## src/design/aac_pkg.sv

```systemverilog
// aac_pkg: shared types, sizes and codes of the axis auto-range calibrator
// used by the divider, the top and the checker; no dependencies
`default_nettype none

package aac_pkg;

  localparam int NUM_AXES     = 64;
  localparam int SAMPLE_WIDTH = 16;

  localparam int TYPE_W = 5;
  localparam int CODE_W = 9;
  localparam int CFG_W  = 16;
  localparam int AXIS_W = (NUM_AXES > 1) ? $clog2(NUM_AXES) : 1;

  // divide: numerator is |out range| times offset, quotient never exceeds |out range|
  localparam int NUM_W  = CFG_W + SAMPLE_WIDTH;
  localparam int DIV_STEPS = CFG_W;
  localparam int CNT_W  = $clog2(DIV_STEPS + 1);
  localparam int RES_W  = ((SAMPLE_WIDTH > CFG_W) ? SAMPLE_WIDTH : CFG_W) + 2;

  localparam logic [TYPE_W-1:0] EV_ABS = TYPE_W'(3);
  localparam logic [CODE_W-1:0] AXIS_LIMIT = CODE_W'(NUM_AXES);

  localparam int CFG_IDX_W = 2;
  localparam logic [CFG_IDX_W-1:0] REG_OUT_MIN = CFG_IDX_W'(0);
  localparam logic [CFG_IDX_W-1:0] REG_OUT_MAX = CFG_IDX_W'(1);

  localparam logic signed [CFG_W-1:0] OUT_MIN_RST = -CFG_W'(32768);
  localparam logic signed [CFG_W-1:0] OUT_MAX_RST = CFG_W'(32767);

  typedef struct packed {
    logic [TYPE_W-1:0]              event_type;
    logic [CODE_W-1:0]              event_code;
    logic signed [SAMPLE_WIDTH-1:0] sample_value;
  } in_item_t;

  typedef struct packed {
    logic [TYPE_W-1:0]              out_type;
    logic [CODE_W-1:0]              out_code;
    logic signed [SAMPLE_WIDTH-1:0] out_value;
    logic                           was_scaled;
  } out_item_t;

  typedef struct packed {
    logic                           cal;
    logic signed [SAMPLE_WIDTH-1:0] low;
    logic signed [SAMPLE_WIDTH-1:0] high;
  } axis_entry_t;

  localparam int ENTRY_W = $bits(axis_entry_t);

  typedef struct packed {
    logic start;
    logic done;
  } div_ctrl_t;

  typedef enum logic [2:0] {
    ST_IDLE,
    ST_READ,
    ST_MUL,
    ST_DIV,
    ST_DONE
  } ctrl_state_e;

endpackage

`default_nettype wire

```

## src/design/aac_ram.sv

```systemverilog
// aac_ram: generic single-write, single-read ram with registered read data
// no package dependency
`default_nettype none

module aac_ram #(
  parameter int WIDTH = 8,
  parameter int DEPTH = 16
) (
  input  wire logic                                       clk_i,
  input  wire logic                                       we_i,
  input  wire logic [((DEPTH > 1) ? $clog2(DEPTH) : 1)-1:0] waddr_i,
  input  wire logic [WIDTH-1:0]                           wdata_i,
  input  wire logic                                       re_i,
  input  wire logic [((DEPTH > 1) ? $clog2(DEPTH) : 1)-1:0] raddr_i,
  output logic      [WIDTH-1:0]                           rdata_o
);

  logic [WIDTH-1:0] mem_q [DEPTH];

  always_ff @(posedge clk_i) begin
    if (we_i) begin
      mem_q[waddr_i] <= wdata_i;
    end
    if (re_i) begin
      rdata_o <= mem_q[raddr_i];
    end
  end

endmodule

`default_nettype wire

```

## src/design/aac_div.sv

```systemverilog
// aac_div: restoring unsigned divider, one quotient bit per cycle
// depends on aac_pkg for operand widths and the start/done struct
`default_nettype none

module aac_div (
  input  wire logic                             clk_i,
  input  wire logic                             rst_ni,
  input  wire aac_pkg::div_ctrl_t               ctrl_i,
  input  wire logic [aac_pkg::NUM_W-1:0]        dividend_i,
  input  wire logic [aac_pkg::SAMPLE_WIDTH-1:0] divisor_i,
  output aac_pkg::div_ctrl_t                    ctrl_o,
  output logic [aac_pkg::CFG_W-1:0]             quotient_o
);
  import aac_pkg::*;

  logic [SAMPLE_WIDTH-1:0] rem_q, rem_d;
  logic [CFG_W-1:0]        num_q, num_d;
  logic [SAMPLE_WIDTH-1:0] dsr_q;
  logic [CNT_W-1:0]        cnt_q, cnt_d;
  logic                    done_q, done_d;
  logic [SAMPLE_WIDTH:0]   trial;
  logic [SAMPLE_WIDTH:0]   diff;
  logic                    qbit;

  // quotient fits in CFG_W bits, so the upper dividend bits are already below the divisor
  assign trial = {rem_q, num_q[CFG_W-1]};
  assign diff  = trial - {1'b0, dsr_q};
  assign qbit  = !diff[SAMPLE_WIDTH];

  always_comb begin
    rem_d  = rem_q;
    num_d  = num_q;
    cnt_d  = cnt_q;
    done_d = 1'b0;
    if (ctrl_i.start) begin
      rem_d = dividend_i[NUM_W-1:CFG_W];
      num_d = dividend_i[CFG_W-1:0];
      cnt_d = CNT_W'(DIV_STEPS);
    end else if (cnt_q != '0) begin
      rem_d  = qbit ? diff[SAMPLE_WIDTH-1:0] : trial[SAMPLE_WIDTH-1:0];
      num_d  = {num_q[CFG_W-2:0], qbit};
      cnt_d  = cnt_q - CNT_W'(1);
      done_d = (cnt_q == CNT_W'(1));
    end
  end

  always_ff @(posedge clk_i or negedge rst_ni) begin
    if (!rst_ni) begin
      cnt_q  <= '0;
      done_q <= 1'b0;
    end else begin
      cnt_q  <= cnt_d;
      done_q <= done_d;
    end
  end

  always_ff @(posedge clk_i) begin
    rem_q <= rem_d;
    num_q <= num_d;
    if (ctrl_i.start) begin
      dsr_q <= divisor_i;
    end
  end

  assign ctrl_o.start = 1'b0;
  assign ctrl_o.done  = done_q;
  assign quotient_o   = num_q;

endmodule

`default_nettype wire

```

## src/design/axis_autorange_calibrator.sv

```systemverilog
// axis_autorange_calibrator: per-axis min/max learning and linear rescale of abs events
// pass-through items go from accept to the done state; other axis items pass the read
// state first, a rescaled item also the multiply state and 16 divider steps; one item in
// flight, the next taken the cycle after the result loads, which waits out output stalls
// reset clears control, the per-axis valid bits and the output range to its full span
// depends on aac_pkg, aac_ram and aac_div
`default_nettype none

module axis_autorange_calibrator (
  input  wire logic                          clk_i,
  input  wire logic                          rst_ni,
  input  wire logic                          in_valid_i,
  output logic                               in_ready_o,
  input  wire aac_pkg::in_item_t             in_item_i,
  output logic                               out_valid_o,
  input  wire logic                          out_ready_i,
  output aac_pkg::out_item_t                 out_item_o,
  input  wire logic                          cfg_valid_i,
  output logic                               cfg_ready_o,
  input  wire logic [aac_pkg::CFG_IDX_W-1:0] cfg_index_i,
  input  wire logic [aac_pkg::CFG_W-1:0]     cfg_data_i
);
  import aac_pkg::*;

  ctrl_state_e state_q, state_d;

  in_item_t                 item_q;
  logic [NUM_AXES-1:0]      valid_q;
  logic [SAMPLE_WIDTH-1:0]  diff_q;
  logic [SAMPLE_WIDTH-1:0]  span_q;
  logic [SAMPLE_WIDTH-1:0]  result_q;
  logic                     scaled_q;
  logic                     out_valid_q;
  out_item_t                out_item_q;
  logic signed [CFG_W-1:0]  out_min_q;
  logic signed [CFG_W-1:0]  out_max_q;

  logic                     in_acc;
  logic                     is_axis;
  logic                     ram_we;
  logic                     load_out;
  logic [ENTRY_W-1:0]       ram_rdata;
  axis_entry_t              entry;
  axis_entry_t              entry_new;
  logic [AXIS_W-1:0]        axis_idx;

  logic signed [SAMPLE_WIDTH:0] span_w;
  logic signed [SAMPLE_WIDTH:0] diff_w;
  logic                         span_zero;

  logic signed [CFG_W:0]    range_w;
  logic                     range_neg;
  logic [CFG_W-1:0]         range_mag;
  logic [NUM_W-1:0]         product;
  div_ctrl_t                div_req;
  div_ctrl_t                div_rsp;
  logic [CFG_W-1:0]         quotient;
  logic signed [RES_W-1:0]  signed_q;
  logic signed [RES_W-1:0]  res_w;
  logic signed [RES_W-1:0]  min_w;

  assign in_acc   = in_valid_i && in_ready_o;
  assign is_axis  = (in_item_i.event_type == EV_ABS) && (in_item_i.event_code < AXIS_LIMIT);
  assign axis_idx = item_q.event_code[AXIS_W-1:0];

  // ---------------------------------------------------------------- state memory
  aac_ram #(
    .WIDTH(ENTRY_W),
    .DEPTH(NUM_AXES)
  ) u_axis_ram (
    .clk_i   (clk_i),
    .we_i    (ram_we),
    .waddr_i (axis_idx),
    .wdata_i (entry_new),
    .re_i    (in_acc),
    .raddr_i (in_item_i.event_code[AXIS_W-1:0]),
    .rdata_o (ram_rdata)
  );

  // an axis never written reads as all zero
  assign entry = valid_q[axis_idx] ? axis_entry_t'(ram_rdata) : '0;

  // read-modify-write of the axis entry; next item's read comes after the write
  always_comb begin
    entry_new = entry;
    if (!entry.cal) begin
      if (entry.low == '0) begin
        entry_new.low = item_q.sample_value;
      end else if (entry.low < item_q.sample_value) begin
        entry_new.high = item_q.sample_value;
        entry_new.cal  = 1'b1;
      end else if (entry.low > item_q.sample_value) begin
        entry_new.high = entry.low;
        entry_new.low  = item_q.sample_value;
        entry_new.cal  = 1'b1;
      end
    end else begin
      if (item_q.sample_value < entry.low) begin
        entry_new.low = item_q.sample_value;
      end
      if (item_q.sample_value > entry.high) begin
        entry_new.high = item_q.sample_value;
      end
    end
  end

  assign span_w    = (SAMPLE_WIDTH + 1)'(entry_new.high) - (SAMPLE_WIDTH + 1)'(entry_new.low);
  assign diff_w    = (SAMPLE_WIDTH + 1)'(item_q.sample_value) - (SAMPLE_WIDTH + 1)'(entry_new.low);
  assign span_zero = (span_w == '0);

  // ---------------------------------------------------------------- scale datapath
  assign range_w   = (CFG_W + 1)'(out_max_q) - (CFG_W + 1)'(out_min_q);
  assign range_neg = range_w[CFG_W];
  assign range_mag = range_neg ? CFG_W'(-range_w) : range_w[CFG_W-1:0];
  assign product   = range_mag * diff_q;

  assign div_req.start = (state_q == ST_MUL);
  assign div_req.done  = 1'b0;

  aac_div u_div (
    .clk_i      (clk_i),
    .rst_ni     (rst_ni),
    .ctrl_i     (div_req),
    .dividend_i (product),
    .divisor_i  (span_q),
    .ctrl_o     (div_rsp),
    .quotient_o (quotient)
  );

  // sign-magnitude keeps truncation toward zero
  assign signed_q = range_neg ? -RES_W'(quotient) : RES_W'(quotient);
  assign min_w    = RES_W'(out_min_q);
  assign res_w    = min_w + signed_q;

  // ---------------------------------------------------------------- control
  always_comb begin
    state_d = state_q;
    unique case (state_q)
      ST_IDLE: begin
        if (in_valid_i) begin
          state_d = is_axis ? ST_READ : ST_DONE;
        end
      end
      ST_READ: state_d = (entry.cal && !span_zero) ? ST_MUL : ST_DONE;
      ST_MUL:  state_d = ST_DIV;
      ST_DIV: begin
        if (div_rsp.done) begin
          state_d = ST_DONE;
        end
      end
      ST_DONE: begin
        if (!out_valid_q || out_ready_i) begin
          state_d = ST_IDLE;
        end
      end
      default: state_d = ST_IDLE;
    endcase
  end

  always_comb begin
    in_ready_o = 1'b0;
    ram_we     = 1'b0;
    load_out   = 1'b0;
    unique case (state_q)
      ST_IDLE: in_ready_o = 1'b1;
      ST_READ: ram_we     = 1'b1;
      ST_MUL:  ;
      ST_DIV:  ;
      ST_DONE: load_out   = !out_valid_q || out_ready_i;
      default: ;
    endcase
  end

  always_ff @(posedge clk_i or negedge rst_ni) begin
    if (!rst_ni) begin
      state_q     <= ST_IDLE;
      valid_q     <= '0;
      out_valid_q <= 1'b0;
      out_min_q   <= OUT_MIN_RST;
      out_max_q   <= OUT_MAX_RST;
    end else begin
      state_q <= state_d;
      if (ram_we) begin
        valid_q[axis_idx] <= 1'b1;
      end
      if (load_out) begin
        out_valid_q <= 1'b1;
      end else if (out_ready_i) begin
        out_valid_q <= 1'b0;
      end
      if (cfg_valid_i) begin
        if (cfg_index_i == REG_OUT_MIN) begin
          out_min_q <= cfg_data_i;
        end else if (cfg_index_i == REG_OUT_MAX) begin
          out_max_q <= cfg_data_i;
        end
      end
    end
  end

  always_ff @(posedge clk_i) begin
    if (in_acc) begin
      item_q   <= in_item_i;
      result_q <= in_item_i.sample_value;
      scaled_q <= 1'b0;
    end
    if (state_q == ST_READ) begin
      diff_q <= diff_w[SAMPLE_WIDTH-1:0];
      span_q <= span_w[SAMPLE_WIDTH-1:0];
      if (entry.cal) begin
        scaled_q <= 1'b1;
        if (span_zero) begin
          result_q <= min_w[SAMPLE_WIDTH-1:0];
        end
      end
    end
    if ((state_q == ST_DIV) && div_rsp.done) begin
      result_q <= res_w[SAMPLE_WIDTH-1:0];
    end
    if (load_out) begin
      out_item_q.out_type   <= item_q.event_type;
      out_item_q.out_code   <= item_q.event_code;
      out_item_q.out_value  <= result_q;
      out_item_q.was_scaled <= scaled_q;
    end
  end

  assign out_valid_o = out_valid_q;
  assign out_item_o  = out_item_q;
  assign cfg_ready_o = 1'b1;

endmodule

`default_nettype wire

```

## config.mk

```make
export PLATFORM = sky130hd
export DESIGN_NAME = axis_autorange_calibrator
export DESIGN_NICKNAME = d
export VERILOG_FILES = /design/src/design/aac_pkg.sv /design/src/design/aac_ram.sv /design/src/design/aac_div.sv /design/src/design/axis_autorange_calibrator.sv
export SDC_FILE = /design/constraint.sdc
export NUM_CORES = 2
export LEC_CHECK = 0
export ABC_AREA = 1
export BUFFER_PORTS_ARGS = -buffer_cell sky130_fd_sc_hd__buf_2
export CORE_UTILIZATION = 55
export CTS_BUF_LIST = sky130_fd_sc_hd__clkbuf_8
export DETAILED_ROUTE_END_ITERATION = 8
export GPL_TIMING_DRIVEN = 1
export PLACE_DENSITY = 0.74
export SLEW_MARGIN = 20
export SYNTH_ARGS = -nofsm -noshare
export SYNTH_HDL_FRONTEND = slang
export SYNTH_HIERARCHICAL = 1
export SYNTH_SLANG_ARGS = --single-unit
```

## constraint.sdc

```tcl
create_clock -name clk_i -period 13.1 [get_ports clk_i]
set_clock_uncertainty 0.05 [all_clocks]
set_input_delay 3.275 -clock clk_i [delete_from_list [all_inputs] [get_ports clk_i]]
set_output_delay 3.275 -clock clk_i [all_outputs]
set_load 0.05 [all_outputs]
```

==> flow_summary.json <==
{
  "status": "finished, final reports clean",
  "drcViolationCount": 0,
  "cts.sink_count": 2409,
  "layout_commonest_cell": "nand2_1",
  "cp_slowest_cell": "edfxtp_1",
  "dr.pass1.iters": 6,
  "fin_setup_tns_ps": 0,
  "finalWorstSetupSlack_ps": 2490,
  "yosysWarnings": 6,
  "cts_buffers": 394,
  "overflow": 0,
  "clock_latency_ps": 1110,
  "cp.required_ps": 14020,
  "cts_tree": "done",
  "wl_um": 324000,
  "clockRootBuffer": "clkbuf_8",
  "grt_max_degree": 215,
  "die_x_um": 453,
  "netlist_area_um2": 112000,
  "drv_cap": 0,
  "core.rowCount": 165,
  "cp_top_family": "simple AND/OR/NAND/NOR gates",
  "route.met3.wl_um": 38000,
  "finalCritPeriodShare": 0.810,
  "clock_path_buffers": 4,
  "path_class": "register to register",
  "place_congestion": 0.959,
  "worst_path_largest_cell_delay_ps": 990,
  "first_iter_violations": 11100,
  "grt_usage": 0.313,
  "cts_hold_buf": 0,
  "cts_setup_buffers": 0,
  "dieArea_um2": 205000,
  "htreeDepth": 5,
  "portBuffers": 85,
  "drtAntennaViolNets": 0,
  "hold_path_class": "register to register",
  "slew-limit-headroom": 0.169,
  "layout.nets": 10800,
  "startpoint_type": "register",
  "core_area_um2": 202000,
  "cts-resized-gates": 0,
  "syn_inst": 10200,
  "syn-num-nets": 10700,
  "dp_hpwl_um": 186000,
  "post-route-min-period_ps": 10610,
  "path_max_fanout": 66,
  "path_clk_slew_ps": 60,
  "highest_layer": "met5",
  "endpoint_kind": "register",
  "worst_slew_pin_slew_ps": 1250,
  "met1_length_um": 123000,
  "hold_ws_ps": 354,
  "antenna_found_initial": 14,
  "drive_gt1_frac": 0.0857,
  "worstPathArrival_ps": 11530,
  "num_vias": 79600,
  "finalSetupViolCount": 0,
  "detail_route.wl_per_cell_um": 24.4,
  "crit_buf_inv": 9,
  "pre_cts_slack_ps": 2740,
  "finalMaxSlewViolations": 0,
  "ios": 87,
  "area_growth_pct": 8.68,
  "grt_pass1_wl_um": 479000,
  "start_util": 0.553,
  "viasPerCell": 5.99,
  "final_cell_mix": "nand2_1 (3041), edfxtp_1 (2286), nand3_1 (2197)",
  "cpMostUsedCell": "nand2_1",
  "met2_length_um": 147000,
  "worst-r2r-setup-slack_ps": 2490,
  "synth_area_per_cell_um2": 10.9,
  "die_height_um": 453,
  "hold_violations": 0,
  "max_clock_freq_mhz": 94.3,
  "rsz0062_at_grt": "no",
  "grt_pass1_vias": 76600
}
==> sequential cells by signal, summed over array words and instances (netlist names), 3 cells and up <==
signal	cells
u_axis_ram/mem_q	2112
valid_q	64
u_axis_ram/rdata_o	33
out_item_o	31
item_q	24
diff_q	16
out_max_q	16
out_min_q	16
result_q	16
span_q	16
u_div/dsr_q	16
u_div/quotient_o	16
u_div/rem_q	16
axis_idx	6
u_div/cnt_q	5
state_q	3
==> worst reg2reg max path, delay by kind of cell (launching register included) <==
kind | cells | cell delay [ps]
AOI/OAI and AO/OA | 4 | 510
and+or+nand+nor | 30 | 5310
DFF | 1 | 990
buffers and inverters | 9 | 2790
adders and majority gates | 2 | 840
==> through the flow <==
step            util  cell area, um2  instances
3_5_place_dp   0.566          114000      12600
4_1_cts        0.601          122000      13300
5_1_grt        0.601          122000      13300
3_3_place_gp   0.566          114000      12600
6_report       0.601          122000      13300
2_1_floorplan      -          112000      10200
==> layer usage <==
| metal | vias to the layer above | GRT usage |
|---|---|---|
| li1 | 35500 | - |
| met1 | 38400 | 0.426 |
| met2 | 4932 | 0.487 |
| met3 | 739 | 0.0656 |
| met4 | 6 | 0.142 |
| met5 | - | 0 |
==> path summary, 6_finish.rpt <==
kind	start	end	cells after the start
worst max-delay path	axis_idx[0]	result_q[5]	45
worst min-delay path	span_q[14]	u_div/dsr_q[14]	0
worst max register to register	axis_idx[0]	result_q[5]	45
worst min register to register	span_q[14]	u_div/dsr_q[14]	0
max in group asynchronous	rst_ni	out_min_q[9]	2
min in group asynchronous	rst_ni	valid_q[54]	1
==> final cells by class <==
class                   instances  area (um2)
inverters                     629        2400
well taps                    2672        3340
clock buffers                 407        5600
diodes                          4        10.0
fillers                     15900       80600
clock inverters               288        1450
repair buffers                243        1810
multi-input cells            6648       35300
flip-flops and latches       2409       71700
Power is not shown: default switching activity piles up to over one toggle a cycle in this logic, so the estimate is an artifact.
